==> config.mk <==
export PLATFORM = sky130hd
export DESIGN_NAME = benjamini_hochberg_adjust_flat
export DESIGN_NICKNAME = d
export VERILOG_FILES = /design/src/design/bh_pkg.sv /design/src/design/bh_in_if.sv /design/src/design/bh_out_if.sv /design/src/design/benjamini_hochberg_adjust.sv /design/src/design/bh_ram.sv /design/src/design/bh_div.sv /design/src/flat_wrapper.sv
export VERILOG_INCLUDE_DIRS = /design/src /design/src/design
export SDC_FILE = /design/constraint.sdc
export NUM_CORES = 2
export LEC_CHECK = 0
export ABC_AREA = 1
export ABC_CLOCK_PERIOD_IN_PS = 5200
export BUFFER_PORTS_ARGS = -buffer_cell sky130_fd_sc_hd__buf_2
export CORE_MARGIN = 2
export CORE_UTILIZATION = 40
export DETAILED_ROUTE_END_ITERATION = 8
export PLACE_DENSITY = 0.6
export SYNTH_ARGS = -nofsm -noshare
export SYNTH_HDL_FRONTEND = slang
export SYNTH_SLANG_ARGS = --single-unit
==> constraint.sdc <==
create_clock -name clk -period 5.2 [get_ports clk]
set_input_delay 1.04 -clock clk [delete_from_list [all_inputs] [get_ports clk]]
set_output_delay 1.04 -clock clk [all_outputs]
set_load 0.1 [all_outputs]
==> src/design/assert_macros.svh <==
// Assertion macros for the RTL files that check their own logic.
`ifndef ASSERT_MACROS_SVH
`define ASSERT_MACROS_SVH

// Implication checked in the same cycle.
`define ASSERT_NOW(label, ante, cons) \
  label: assert property (@(posedge clk) disable iff (rst) (ante) |-> (cons)) \
    else $error("assertion failed");

// Implication checked in the next cycle.
`define ASSERT_NEXT(label, ante, cons) \
  label: assert property (@(posedge clk) disable iff (rst) (ante) |=> (cons)) \
    else $error("assertion failed");

`endif

==> src/design/bh_pkg.sv <==
`default_nettype none
package bh_pkg;
  localparam int MAX_ITEMS = 64;
  localparam int ADDR_W = $clog2(MAX_ITEMS);
  localparam int CNT_W = $clog2(MAX_ITEMS + 1);
  localparam int P_W = 17;
  localparam int PROD_W = P_W + CNT_W;
  localparam int POS_W = 6;
  localparam logic [P_W-1:0] ONE_FIXED = P_W'(65536);

  typedef enum logic [3:0] {
    S_LOAD,
    S_RJ,
    S_RJW,
    S_RANK,
    S_RWR,
    S_AORD,
    S_ARAW,
    S_AMUL,
    S_DST,
    S_ADIV,
    S_AWR,
    S_EREAD,
    S_ELD,
    S_EWAIT
  } state_t;
endpackage
`default_nettype wire

==> src/design/bh_in_if.sv <==
`default_nettype none
interface bh_in_if import bh_pkg::*; ();
  logic           valid;
  logic           ready;
  logic [P_W-1:0] p_value;
  logic           last_in;

  modport source (output valid, p_value, last_in, input ready);
  modport sink (input valid, p_value, last_in, output ready);
endinterface
`default_nettype wire

==> src/design/bh_out_if.sv <==
`default_nettype none
interface bh_out_if import bh_pkg::*; ();
  logic             valid;
  logic             ready;
  logic [P_W-1:0]   adjusted_value;
  logic [POS_W-1:0] position;
  logic             last_out;
  logic             overflow;

  modport source (output valid, adjusted_value, position, last_out, overflow, input ready);
  modport sink (input valid, adjusted_value, position, last_out, overflow, output ready);
endinterface
`default_nettype wire

==> src/design/benjamini_hochberg_adjust.sv <==
// Loading accepts one p-value per cycle; ready is high only while a set is loading.
// After the last item of a set of m values, ranking compares each value against all m
// stored values, the adjustment of each value then waits on the serial divider, and
// each result is read from the adjusted store and held until the output takes it.
// Synchronous reset empties the set and clears overflow; the stores are not cleared.
`default_nettype none
`include "assert_macros.svh"
module benjamini_hochberg_adjust import bh_pkg::*; (
  input wire logic clk,
  input wire logic rst,
  bh_in_if.sink    in_ch,
  bh_out_if.source out_ch
);
  state_t state, state_next;

  logic [CNT_W-1:0]  count;
  logic              ovf;
  logic [CNT_W-1:0]  j, k, kd, rank, i;
  logic              cmp_v;
  logic [P_W-1:0]    pj;
  logic [ADDR_W-1:0] idx;
  logic [PROD_W-1:0] prod, running, new_run;
  logic              div_start, div_done;
  logic [PROD_W-1:0] div_q;

  logic              raw_we;
  logic [ADDR_W-1:0] raw_raddr;
  logic [P_W-1:0]    raw_rd;
  logic              ord_we;
  logic [ADDR_W-1:0] ord_rd;
  logic              adj_we;
  logic [P_W-1:0]    adj_wd, adj_rd;

  logic              out_valid;
  logic [P_W-1:0]    out_val;
  logic [POS_W-1:0]  out_pos;
  logic              out_last, out_ovf;

  logic in_fire, out_fire, greater;

  assign in_ch.ready = (state == S_LOAD);
  assign in_fire = in_ch.valid && in_ch.ready;
  assign out_fire = out_ch.valid && out_ch.ready;
  assign out_ch.valid = out_valid;
  assign out_ch.adjusted_value = out_val;
  assign out_ch.position = out_pos;
  assign out_ch.last_out = out_last;
  assign out_ch.overflow = out_ovf;

  // Stable descending rank: larger values first, ties by load position.
  assign greater = (raw_rd > pj) || ((raw_rd == pj) && (kd < j));
  assign new_run = ((i == '0) || (div_q < running)) ? div_q : running;

  assign raw_we = in_fire && (count != CNT_W'(MAX_ITEMS));
  assign ord_we = (state == S_RWR);
  assign adj_we = (state == S_AWR);
  assign adj_wd = (new_run > PROD_W'(ONE_FIXED)) ? ONE_FIXED : new_run[P_W-1:0];
  assign div_start = (state == S_DST);

  always_comb begin
    case (state)
      S_RJ:    raw_raddr = j[ADDR_W-1:0];
      S_RANK:  raw_raddr = k[ADDR_W-1:0];
      default: raw_raddr = ord_rd;
    endcase
  end

  bh_ram #(.WIDTH(P_W), .DEPTH(MAX_ITEMS)) u_raw (
    .clk(clk), .we(raw_we), .waddr(count[ADDR_W-1:0]), .wdata(in_ch.p_value),
    .raddr(raw_raddr), .rdata(raw_rd)
  );

  bh_ram #(.WIDTH(ADDR_W), .DEPTH(MAX_ITEMS)) u_order (
    .clk(clk), .we(ord_we), .waddr(rank[ADDR_W-1:0]), .wdata(j[ADDR_W-1:0]),
    .raddr(i[ADDR_W-1:0]), .rdata(ord_rd)
  );

  bh_ram #(.WIDTH(P_W), .DEPTH(MAX_ITEMS)) u_adj (
    .clk(clk), .we(adj_we), .waddr(idx), .wdata(adj_wd),
    .raddr(i[ADDR_W-1:0]), .rdata(adj_rd)
  );

  bh_div u_div (
    .clk(clk), .rst(rst), .start(div_start), .dividend(prod),
    .divisor(count - i), .done(div_done), .quotient(div_q)
  );

  always_comb begin
    state_next = state;
    case (state)
      S_LOAD:  if (in_fire && in_ch.last_in) state_next = S_RJ;
      S_RJ:    state_next = S_RJW;
      S_RJW:   state_next = S_RANK;
      S_RANK:  if (k == count && !cmp_v) state_next = S_RWR;
      S_RWR:   state_next = (j + 1'b1 == count) ? S_AORD : S_RJ;
      S_AORD:  state_next = S_ARAW;
      S_ARAW:  state_next = S_AMUL;
      S_AMUL:  state_next = S_DST;
      S_DST:   state_next = S_ADIV;
      S_ADIV:  if (div_done) state_next = S_AWR;
      S_AWR:   state_next = (i + 1'b1 == count) ? S_EREAD : S_AORD;
      S_EREAD: state_next = S_ELD;
      S_ELD:   state_next = S_EWAIT;
      S_EWAIT: if (out_fire) state_next = (i + 1'b1 == count) ? S_LOAD : S_EREAD;
      default: state_next = S_LOAD;
    endcase
  end

  always_ff @(posedge clk) begin
    if (rst) begin
      state <= S_LOAD;
      count <= '0;
      ovf <= 1'b0;
      out_valid <= 1'b0;
    end else begin
      state <= state_next;
      if (in_fire) begin
        if (count != CNT_W'(MAX_ITEMS)) begin
          count <= count + 1'b1;
        end else begin
          ovf <= 1'b1;
        end
      end
      if (state == S_ELD) begin
        out_valid <= 1'b1;
      end else if (out_fire) begin
        out_valid <= 1'b0;
        if (i + 1'b1 == count) begin
          count <= '0;
          ovf <= 1'b0;
        end
      end
    end
  end

  always_ff @(posedge clk) begin
    case (state)
      S_LOAD: begin
        j <= '0;
        i <= '0;
      end
      S_RJW: begin
        pj <= raw_rd;
        k <= '0;
        rank <= '0;
        cmp_v <= 1'b0;
      end
      S_RANK: begin
        if (k != count) begin
          k <= k + 1'b1;
          kd <= k;
          cmp_v <= 1'b1;
        end else begin
          cmp_v <= 1'b0;
        end
        if (cmp_v && greater) begin
          rank <= rank + 1'b1;
        end
      end
      S_RWR: j <= j + 1'b1;
      S_ARAW: idx <= ord_rd;
      S_AMUL: prod <= PROD_W'(raw_rd) * PROD_W'(count);
      S_AWR: begin
        running <= new_run;
        i <= (i + 1'b1 == count) ? '0 : i + 1'b1;
      end
      S_ELD: begin
        out_val <= adj_rd;
        out_pos <= i[POS_W-1:0];
        out_last <= (i + 1'b1 == count);
        out_ovf <= ovf;
      end
      S_EWAIT: if (out_fire) i <= i + 1'b1;
      default: ;
    endcase
  end

  `ASSERT_NEXT(a_set_done, out_fire && out_ch.last_out, count == '0 && state == S_LOAD)
  `ASSERT_NOW(a_out_in_set, out_ch.valid, i < count && count != '0)
  `ASSERT_NOW(a_div_nonzero, div_start, i < count)
  `ASSERT_NOW(a_ready_idle, in_ch.ready, !out_ch.valid)
endmodule
`default_nettype wire

==> src/design/bh_ram.sv <==
`default_nettype none
module bh_ram #(
  parameter int WIDTH = 8,
  parameter int DEPTH = 64
) (
  input  wire logic                     clk,
  input  wire logic                     we,
  input  wire logic [$clog2(DEPTH)-1:0] waddr,
  input  wire logic [WIDTH-1:0]         wdata,
  input  wire logic [$clog2(DEPTH)-1:0] raddr,
  output logic      [WIDTH-1:0]         rdata
);
  logic [WIDTH-1:0] mem [DEPTH];

  always_ff @(posedge clk) begin
    if (we) begin
      mem[waddr] <= wdata;
    end
    rdata <= mem[raddr];
  end
endmodule
`default_nettype wire

==> src/design/bh_div.sv <==
`default_nettype none
module bh_div import bh_pkg::*; (
  input  wire logic              clk,
  input  wire logic              rst,
  input  wire logic              start,
  input  wire logic [PROD_W-1:0] dividend,
  input  wire logic [CNT_W-1:0]  divisor,
  output logic                   done,
  output logic      [PROD_W-1:0] quotient
);
  localparam int STEP_W = $clog2(PROD_W + 1);

  logic              busy;
  logic [STEP_W-1:0] steps;
  logic [CNT_W:0]    rem;
  logic [CNT_W-1:0]  dvs;
  logic [PROD_W-1:0] work;
  logic [CNT_W:0]    rem_sh;
  logic              fits;

  // One quotient bit per cycle, restoring form.
  assign rem_sh = {rem[CNT_W-1:0], work[PROD_W-1]};
  assign fits = rem_sh >= {1'b0, dvs};

  always_ff @(posedge clk) begin
    if (rst) begin
      busy <= 1'b0;
      done <= 1'b0;
      steps <= '0;
    end else begin
      done <= 1'b0;
      if (start) begin
        busy <= 1'b1;
        steps <= STEP_W'(PROD_W);
      end else if (busy) begin
        steps <= steps - 1'b1;
        if (steps == STEP_W'(1)) begin
          busy <= 1'b0;
          done <= 1'b1;
        end
      end
    end
  end

  always_ff @(posedge clk) begin
    if (start) begin
      rem <= '0;
      dvs <= divisor;
      work <= dividend;
    end else if (busy) begin
      rem <= fits ? (rem_sh - {1'b0, dvs}) : rem_sh;
      work <= {work[PROD_W-2:0], fits};
    end
  end

  assign quotient = work;
endmodule
`default_nettype wire

==> src/flat_wrapper.sv <==
// flat-port wrapper written by rule: the top's interface ports become plain ports
module benjamini_hochberg_adjust_flat import bh_pkg::*;
  (clk, rst, in_ch_valid, in_ch_p_value, in_ch_last_in, in_ch_ready, out_ch_valid, out_ch_adjusted_value, out_ch_position, out_ch_last_out, out_ch_overflow, out_ch_ready);
  bh_in_if in_ch_i ();
  bh_out_if out_ch_i ();
  input wire logic clk;
  input wire logic rst;
  input wire logic [$bits(in_ch_i.valid)-1:0] in_ch_valid;
  input wire logic [$bits(in_ch_i.p_value)-1:0] in_ch_p_value;
  input wire logic [$bits(in_ch_i.last_in)-1:0] in_ch_last_in;
  output wire logic [$bits(in_ch_i.ready)-1:0] in_ch_ready;
  output wire logic [$bits(out_ch_i.valid)-1:0] out_ch_valid;
  output wire logic [$bits(out_ch_i.adjusted_value)-1:0] out_ch_adjusted_value;
  output wire logic [$bits(out_ch_i.position)-1:0] out_ch_position;
  output wire logic [$bits(out_ch_i.last_out)-1:0] out_ch_last_out;
  output wire logic [$bits(out_ch_i.overflow)-1:0] out_ch_overflow;
  input wire logic [$bits(out_ch_i.ready)-1:0] out_ch_ready;
  assign in_ch_i.valid = in_ch_valid;
  assign in_ch_i.p_value = in_ch_p_value;
  assign in_ch_i.last_in = in_ch_last_in;
  assign in_ch_ready = in_ch_i.ready;
  assign out_ch_valid = out_ch_i.valid;
  assign out_ch_adjusted_value = out_ch_i.adjusted_value;
  assign out_ch_position = out_ch_i.position;
  assign out_ch_last_out = out_ch_i.last_out;
  assign out_ch_overflow = out_ch_i.overflow;
  assign out_ch_i.ready = out_ch_ready;
  benjamini_hochberg_adjust u_core (.clk(clk), .rst(rst), .in_ch(in_ch_i), .out_ch(out_ch_i));
endmodule
Word-level counts from Yosys, hierarchy flattened --
Memories as Yosys holds them, arrays and structs flattened. A register that Yosys moved wholly into a read port is not among the register bits. Index checks and enable logic that the tools add are counted.
Storage, ports and cells: output and inout port bits 27, memories kept 3, word-level logic and storage cells 141, register bits after elaboration 190, memory bits (writable) 2560, bits of input ports 22
Memories:
- u_core.u_adj.mem | depth 64, bits a word 17, rd ports 1, clocked after memory_dff 1, write ports 1, RTL line bh_ram.sv:13 | logic [WIDTH-1:0] mem [DEPTH];
- u_core.u_raw.mem | depth 64, bits a word 17, rd ports 1, clocked after memory_dff 1, write ports 1, RTL line bh_ram.sv:13
- u_core.u_order.mem | depth 64, bits a word 6, rd ports 1, clocked after memory_dff 1, write ports 1, RTL line bh_ram.sv:13
Operators by class: order comparisons 5, reduce and logical (&&, ||, !) cells 24, multiplexer cells 48, bitwise operators 1, $mul 1, equality and inequality tests 26, $add $sub $neg 8
Operators by type and width (count):
- 2-to-1 mux 24 bit | 3
- 2-to-1 mux 7 bit | 10
- one-hot mux 4 bit (14 select lines) | 1
- one-hot mux 7 bit (2 select lines) | 3
- adder 7 x 1 -> 7 bit (second input constant) | 5
- == test 4 bit (second input constant) | 6
- greater-than comparator 24 x 17 -> 1 bit (second input constant) | 1
- < comparator 24 bit | 1
- multiplier 17 x 7 -> 24 bit | 1
- 2-to-1 mux 4 bit | 6
- == test 7 bit | 3
- one-hot mux 7 bit (3 select lines) | 1
- 2-to-1 mux 1 bit | 18
- == test 17 bit | 1
- greater-than comparator 17 bit | 1
- 2-to-1 mux 17 bit | 1
- == test 4 x 3 -> 1 bit (second input constant) | 4
- subtractor 7 bit | 2
- one-hot mux 6 bit (2 select lines) | 1
- 2-to-1 mux 5 bit | 2
- == test 4 x 2 -> 1 bit (second input constant) | 2
- >= comparator 8 x 7 -> 1 bit | 1
- inequality test 2 x 1 -> 1 bit (second input constant) | 4
- AND reduction 2 bit | 4
- 20 further kinds | 31

Longest topological paths before layout --
word-level depth 6, depth in mapped cells 25

Hierarchy --
From an unflattened synthesis, not the netlist that was laid out.
Unflattened totals: cell total of the unflattened synthesis 10428, area, all modules 118596.2 sq um
Modules (own cells, without submodules):
- bh_ram at u_core.u_adj ... | sequential area each 33011.7 sq um, area each 44445.1 sq um, cells each 3731, times used 2
- bh_ram at u_core.u_order | sequential area each 11651.2 sq um, area each 15930.3 sq um, cells each 1376, times used 1
- benjamini_hochberg_adjust | sequential area each 4194.0 sq um, area each 11508.5 sq um, cells each 1326, times used 1
- bh_div | sequential area each 1211.2 sq um, area each 2267.2 sq um, cells each 264, times used 1

Worst setup path after synthesis --
OpenSTA, ideal clock, no wires.
path type flip-flop to flip-flop, start register u_core.count[4], end register u_core.prod[23] (data pin), path slack 0.088 ns, required time 4.940 ns, cell stages (with the launch flop) 24, arrival 4.851 ns, path buffers 3, setup time 0.260 ns, path through dfxtp_1 > clkbuf_1 > buf_1 > clkbuf_1 > nand2_1 > fa_1 > fa_1 > inv_1 > fa_1 > inv_1 > fa_1 > inv_1 > ha_1 > a21oi_1 > nand2_1 > a21oi_1 > inv_1 > a21oi_1 > inv_1 > a21oi_1 > o21ai_0 > nand2_1 > nand2_1 > xor2_1
On the way: longest elaborated chain between the ends 1
Ends and longest elaborated chain:
- start, declared | RTL line benjamini_hochberg_adjust.sv:16 | logic [CNT_W-1:0] count;
- start signal, assigned | RTL line benjamini_hochberg_adjust.sv:119 | count <= count + 1'b1;
- multiplier 17 x 7 -> 24 bit | RTL line benjamini_hochberg_adjust.sv:162 | S_AMUL: prod <= PROD_W'(raw_rd) * PROD_W'(count);
- end signal, assigned | RTL line benjamini_hochberg_adjust.sv:162
- end, declared | RTL line benjamini_hochberg_adjust.sv:22 | logic [PROD_W-1:0] prod, running, new_run;
No other way between the ends. A chain may end at the register's enable or synchronous reset.

Worst setup path after layout --
start register u_core.count[1], end register u_core.prod[23] (data pin)
The elaborated chain is that of the path after synthesis.

==> impl_metrics.ini <==
[status]
run_status = completed

[route]
wl_um = 314000
routed_wire_length_per_instance_um = 23.1
drt_iter0_drc = 7871
via_count = 74609
drcViolationCount = 0
postRouteAntennaNets = 0
vias_per_cell = 5.49
detailedRoute.firstPassIterationCount = 8

[synthesis]
avgSynthCellArea_um2 = 12.4
synth-edff-count = 2722
postSynthNetCount = 9604
most_numerous_cell_in_the_yosys_netlist = sky130_fd_sc_hd__edfxtp_1
synthAdderAreaFrac_pct = 2.48
ys_dominant_reg_cell = sky130_fd_sc_hd__edfxtp_1
synth_cells = 9396
synth_compound_area_share_pct = 10.4
main_combinational_cell_family_by_area_after_synthesis = simple AND/OR/NAND/NOR gates
post_synth_xor_area_fraction_pct = 0.397
ys.warnings.count = 0
post_synth_main_area_contributors = sky130_fd_sc_hd__edfxtp_1 (70%), sky130_fd_sc_hd__o211ai_1 (3.8%), sky130_fd_sc_hd__nand2_1 (3.6%), sky130_fd_sc_hd__nor2_1 (3.4%), sky130_fd_sc_hd__o21ai_0 (3.4%)
yosysSeqAreaShare_pct = 71.1
async_flop_share_pct = 0
post_synthesis_instance_area_mm2 = 0.117
leading_cell_types_by_count_after_synthesis = sky130_fd_sc_hd__edfxtp_1 (2722), sky130_fd_sc_hd__nand2_1 (1121), sky130_fd_sc_hd__nor2_1 (1046), sky130_fd_sc_hd__inv_1 (900), sky130_fd_sc_hd__o21ai_0 (782)
post_synth_cell_types = 52
synth_largest_area_cell = sky130_fd_sc_hd__edfxtp_1
multiplexer_share_of_the_synthesized_area_pct = 0
synthSimpleGateAreaFrac_pct = 10.5
postSynthRegisterBits = 2789
synth_largest_type_area_fraction_pct = 70.0

[clock_tree]
clkSinkCount = 2789
cts-resized-gates = 0
tritoncts = yes
clockRootBuffer = sky130_fd_sc_hd__clkbuf_16
ctsHtreeMaxLevel = 5
post_cts.repair.setup_buffers = 0
post_cts_hold_buffer_count = 0
clkTransAtPathRegs_ns = 0.06
clock_path_buffers = 4
cts_buffers = 296
clock_insertion_delay_worst_skew_ns = 0.94

[critical_path]
critical-path-top-cell-by-count = sky130_fd_sc_hd__inv_1
startpoint_type = flip-flop
cp_slowest_stage_delay_ns = 0.54
cpLargestDelayFamily = adder cells
critical_path_top_delay_cell = sky130_fd_sc_hd__fa_1
timing.setup.critical_path_class = reg2reg
crit_arrival_ns = 5.47
required_ns = 5.80
crit_buf_inv = 8
crit_path_cell_chain = nand2_1 -> inv_1 -> fa_1 -> inv_1 -> fa_1 -> inv_1 -> fa_1 -> inv_1 -> fa_1 -> inv_1 -> ha_1 -> inv_1 -> nor3_1 -> a21oi_1 -> inv_1 -> a21oi_1 -> inv_1 -> a21oi_1 -> o21ai_0 -> nand2_1 -> nand2_1 -> xor2_1
crit_path_end_kind = flip-flop
worst-path-max-fanout = 12

[floorplanning]
fp-row-count = 198
design.core.area_mm2 = 0.291
floorplan.io_pins = 49
die-area_mm2 = 0.296
fp.dieH_um = 544
effective_utilization_at_floorplan_pct = 40.2
die_span_x_um = 544

[pwr]
power.ir.vdd_worst_mv = 0.438
cellPowerDensity_mw_per_mm2 = 477
power.static_leakage_nw = 49.0
design_power_total_mw = 62.8

[timing]
slew_headroom_pct = 20.3
fmaxAchievable_ghz = 0.205
timing.hold.ws_ns = 0.403
setup_repair_after_global_routing_missed_its_margin = no
period_utilization_pct = 93.7
timing.clock.skew_ns = 0.0803
post-route-min-period_ns = 4.87
timing_worst_slew_pin_value_ns = 1.19
timing_max_transition_violations_final = 0
hold_violations = 0
finalSetupTns_ns = 0
final-setup-viol-count = 0

[final_layout]
area_delta_synth_final_pct = 12.8
fin_nets = 9648
drive_gt1_share_pct = 8.65
stdcell_area_mm2 = 0.132
layout.core_utilization_pct = 45.3

[placement]
routabilityCongestion = 0.846
place.port_buffers = 48
place_hpwl_um = 176000
placedInstanceArea_mm2 = 0.122

[grt]
grt_antenna_before_repair = 6
grt_pass1_wl_um = 465000
grt_pass1_vias = 72327
maximum_number_of_pins_on_one_net_before_global_route_repair = 237
globalRouteTotalUtil_pct = 20.7
grt_overflow_total = 0

[min_path]
min_path_type = reg2reg

[run]
cap_violations = 0
==> cells by family after synthesis <==
kind of cell | count (synthesis)
AND/OR/NAND/NOR | 2958
flip-flops | 2789
AO/OA/AOI/OAI | 1911
buffers and inverters | 1499
adder cells (fa/ha/maj) | 186
XOR/XNOR | 53
==> layer usage <==
metal / vias up / share of wire, % / track usage (%)
li1: 34069 / - / -
met1: 37392 / 42 / 27.8
met2: 2613 / 48 / 34.2
met3: 535 / 6.9 / 3.18
met4: 0 / 3.4 / 7.29
met5: - / 0 / 0
==> worst register-to-register path: cells and delay by family (launching register included) <==
family,cells,cell delay [ns]
AO/OA/AOI/OAI,4,0.86
XOR/XNOR,1,0.13
buffers and inverters,8,0.55
flip-flops,1,0.42
AND/OR/NAND/NOR,4,0.33
adder cells (fa/ha/maj),5,2.32
==> worst paths after layout <==
path / from / to / slack [ns] / cells past startpoint
worst min-delay path: u_core.u_adj.rdata[10] / u_core.out_ch.adjusted_value[10] / 0.40 / 0
worst max-delay path: u_core.count[1] / u_core.prod[23] / 0.33 / 22
worst max register to register: u_core.count[1] / u_core.prod[23] / 0.33 / 22
worst min register to register: u_core.u_adj.rdata[10] / u_core.out_ch.adjusted_value[10] / 0.40 / 0
==> layout make-up <==
cell class	instances	area (um2)
Sequential cell	2789	83100
Clock buffer	384	7910
Tap cell	3900	4880
Timing Repair Buffer	328	2690
Antenna cell	9	22.5
Multi-Input combinational cell	5108	28100
Fill cell	25748	159000
Clock inverter	150	1580
Inverter	917	3470
==> cells in the final DEF, fill, tap and decap left out, drive strengths merged, types with 2 or more instances in the layout <==
cell type,netlist,routed
o21a,3,3
o21ai,783,783
nor2,1053,1053
nand4,98,98
a211oi,4,4
xnor2,15,15
nor3,24,24
edfxtp,2722,2722
xor2,38,38
a21oi,101,101
a21o,2,2
ha,110,110
o21bai,3,3
dfxtp,67,67
nor4,4,4
a31oi,19,19
o31ai,5,5
or2,2,2
o22ai,233,233
a221oi,5,5
nand2,1126,1126
o221ai,141,141
fa,76,76
a21boi,2,2
nand3,650,650
inv,909,927
clkinv,8,106
bufinv,0,20
clkinvlp,0,14
o211ai,593,593
clkbuf,362,384
buf,220,328
diode,0,9
a32o,13,13
==> state kept, by name (all words and copies together) (netlist names), 17 cells and up <==
signal	count
u_core.u_adj.rdata	17
u_core.out_ch.adjusted_value	17
u_core.u_raw.mem	1088
u_core.pj	17
u_core.running	24
u_core.prod	24
u_core.u_div.quotient	24
u_core.u_order.mem	384
u_core.u_adj.mem	1088
u_core.u_raw.rdata	17
==> power by group <==
group / total (mW) / switching [mW] / internal [mW]
Clock: 20.7 / 8.85 / 11.9
Sequential: 25.5 / 0.357 / 25.2
Combinational: 16.6 / 12.1 / 4.53
Total: 62.8 / 21.3 / 41.5
==> per-stage QoR <==
step                      setup WS [ns]  cells
after floorplan                  0.0884   9396
after global placement           0.0958  13042
after detailed placement         0.0889  13042
after CTS                        0.0766  13576
after global routing             0.0115  13580
final                             0.328  13585
Power figures use the tool's default switching activity.
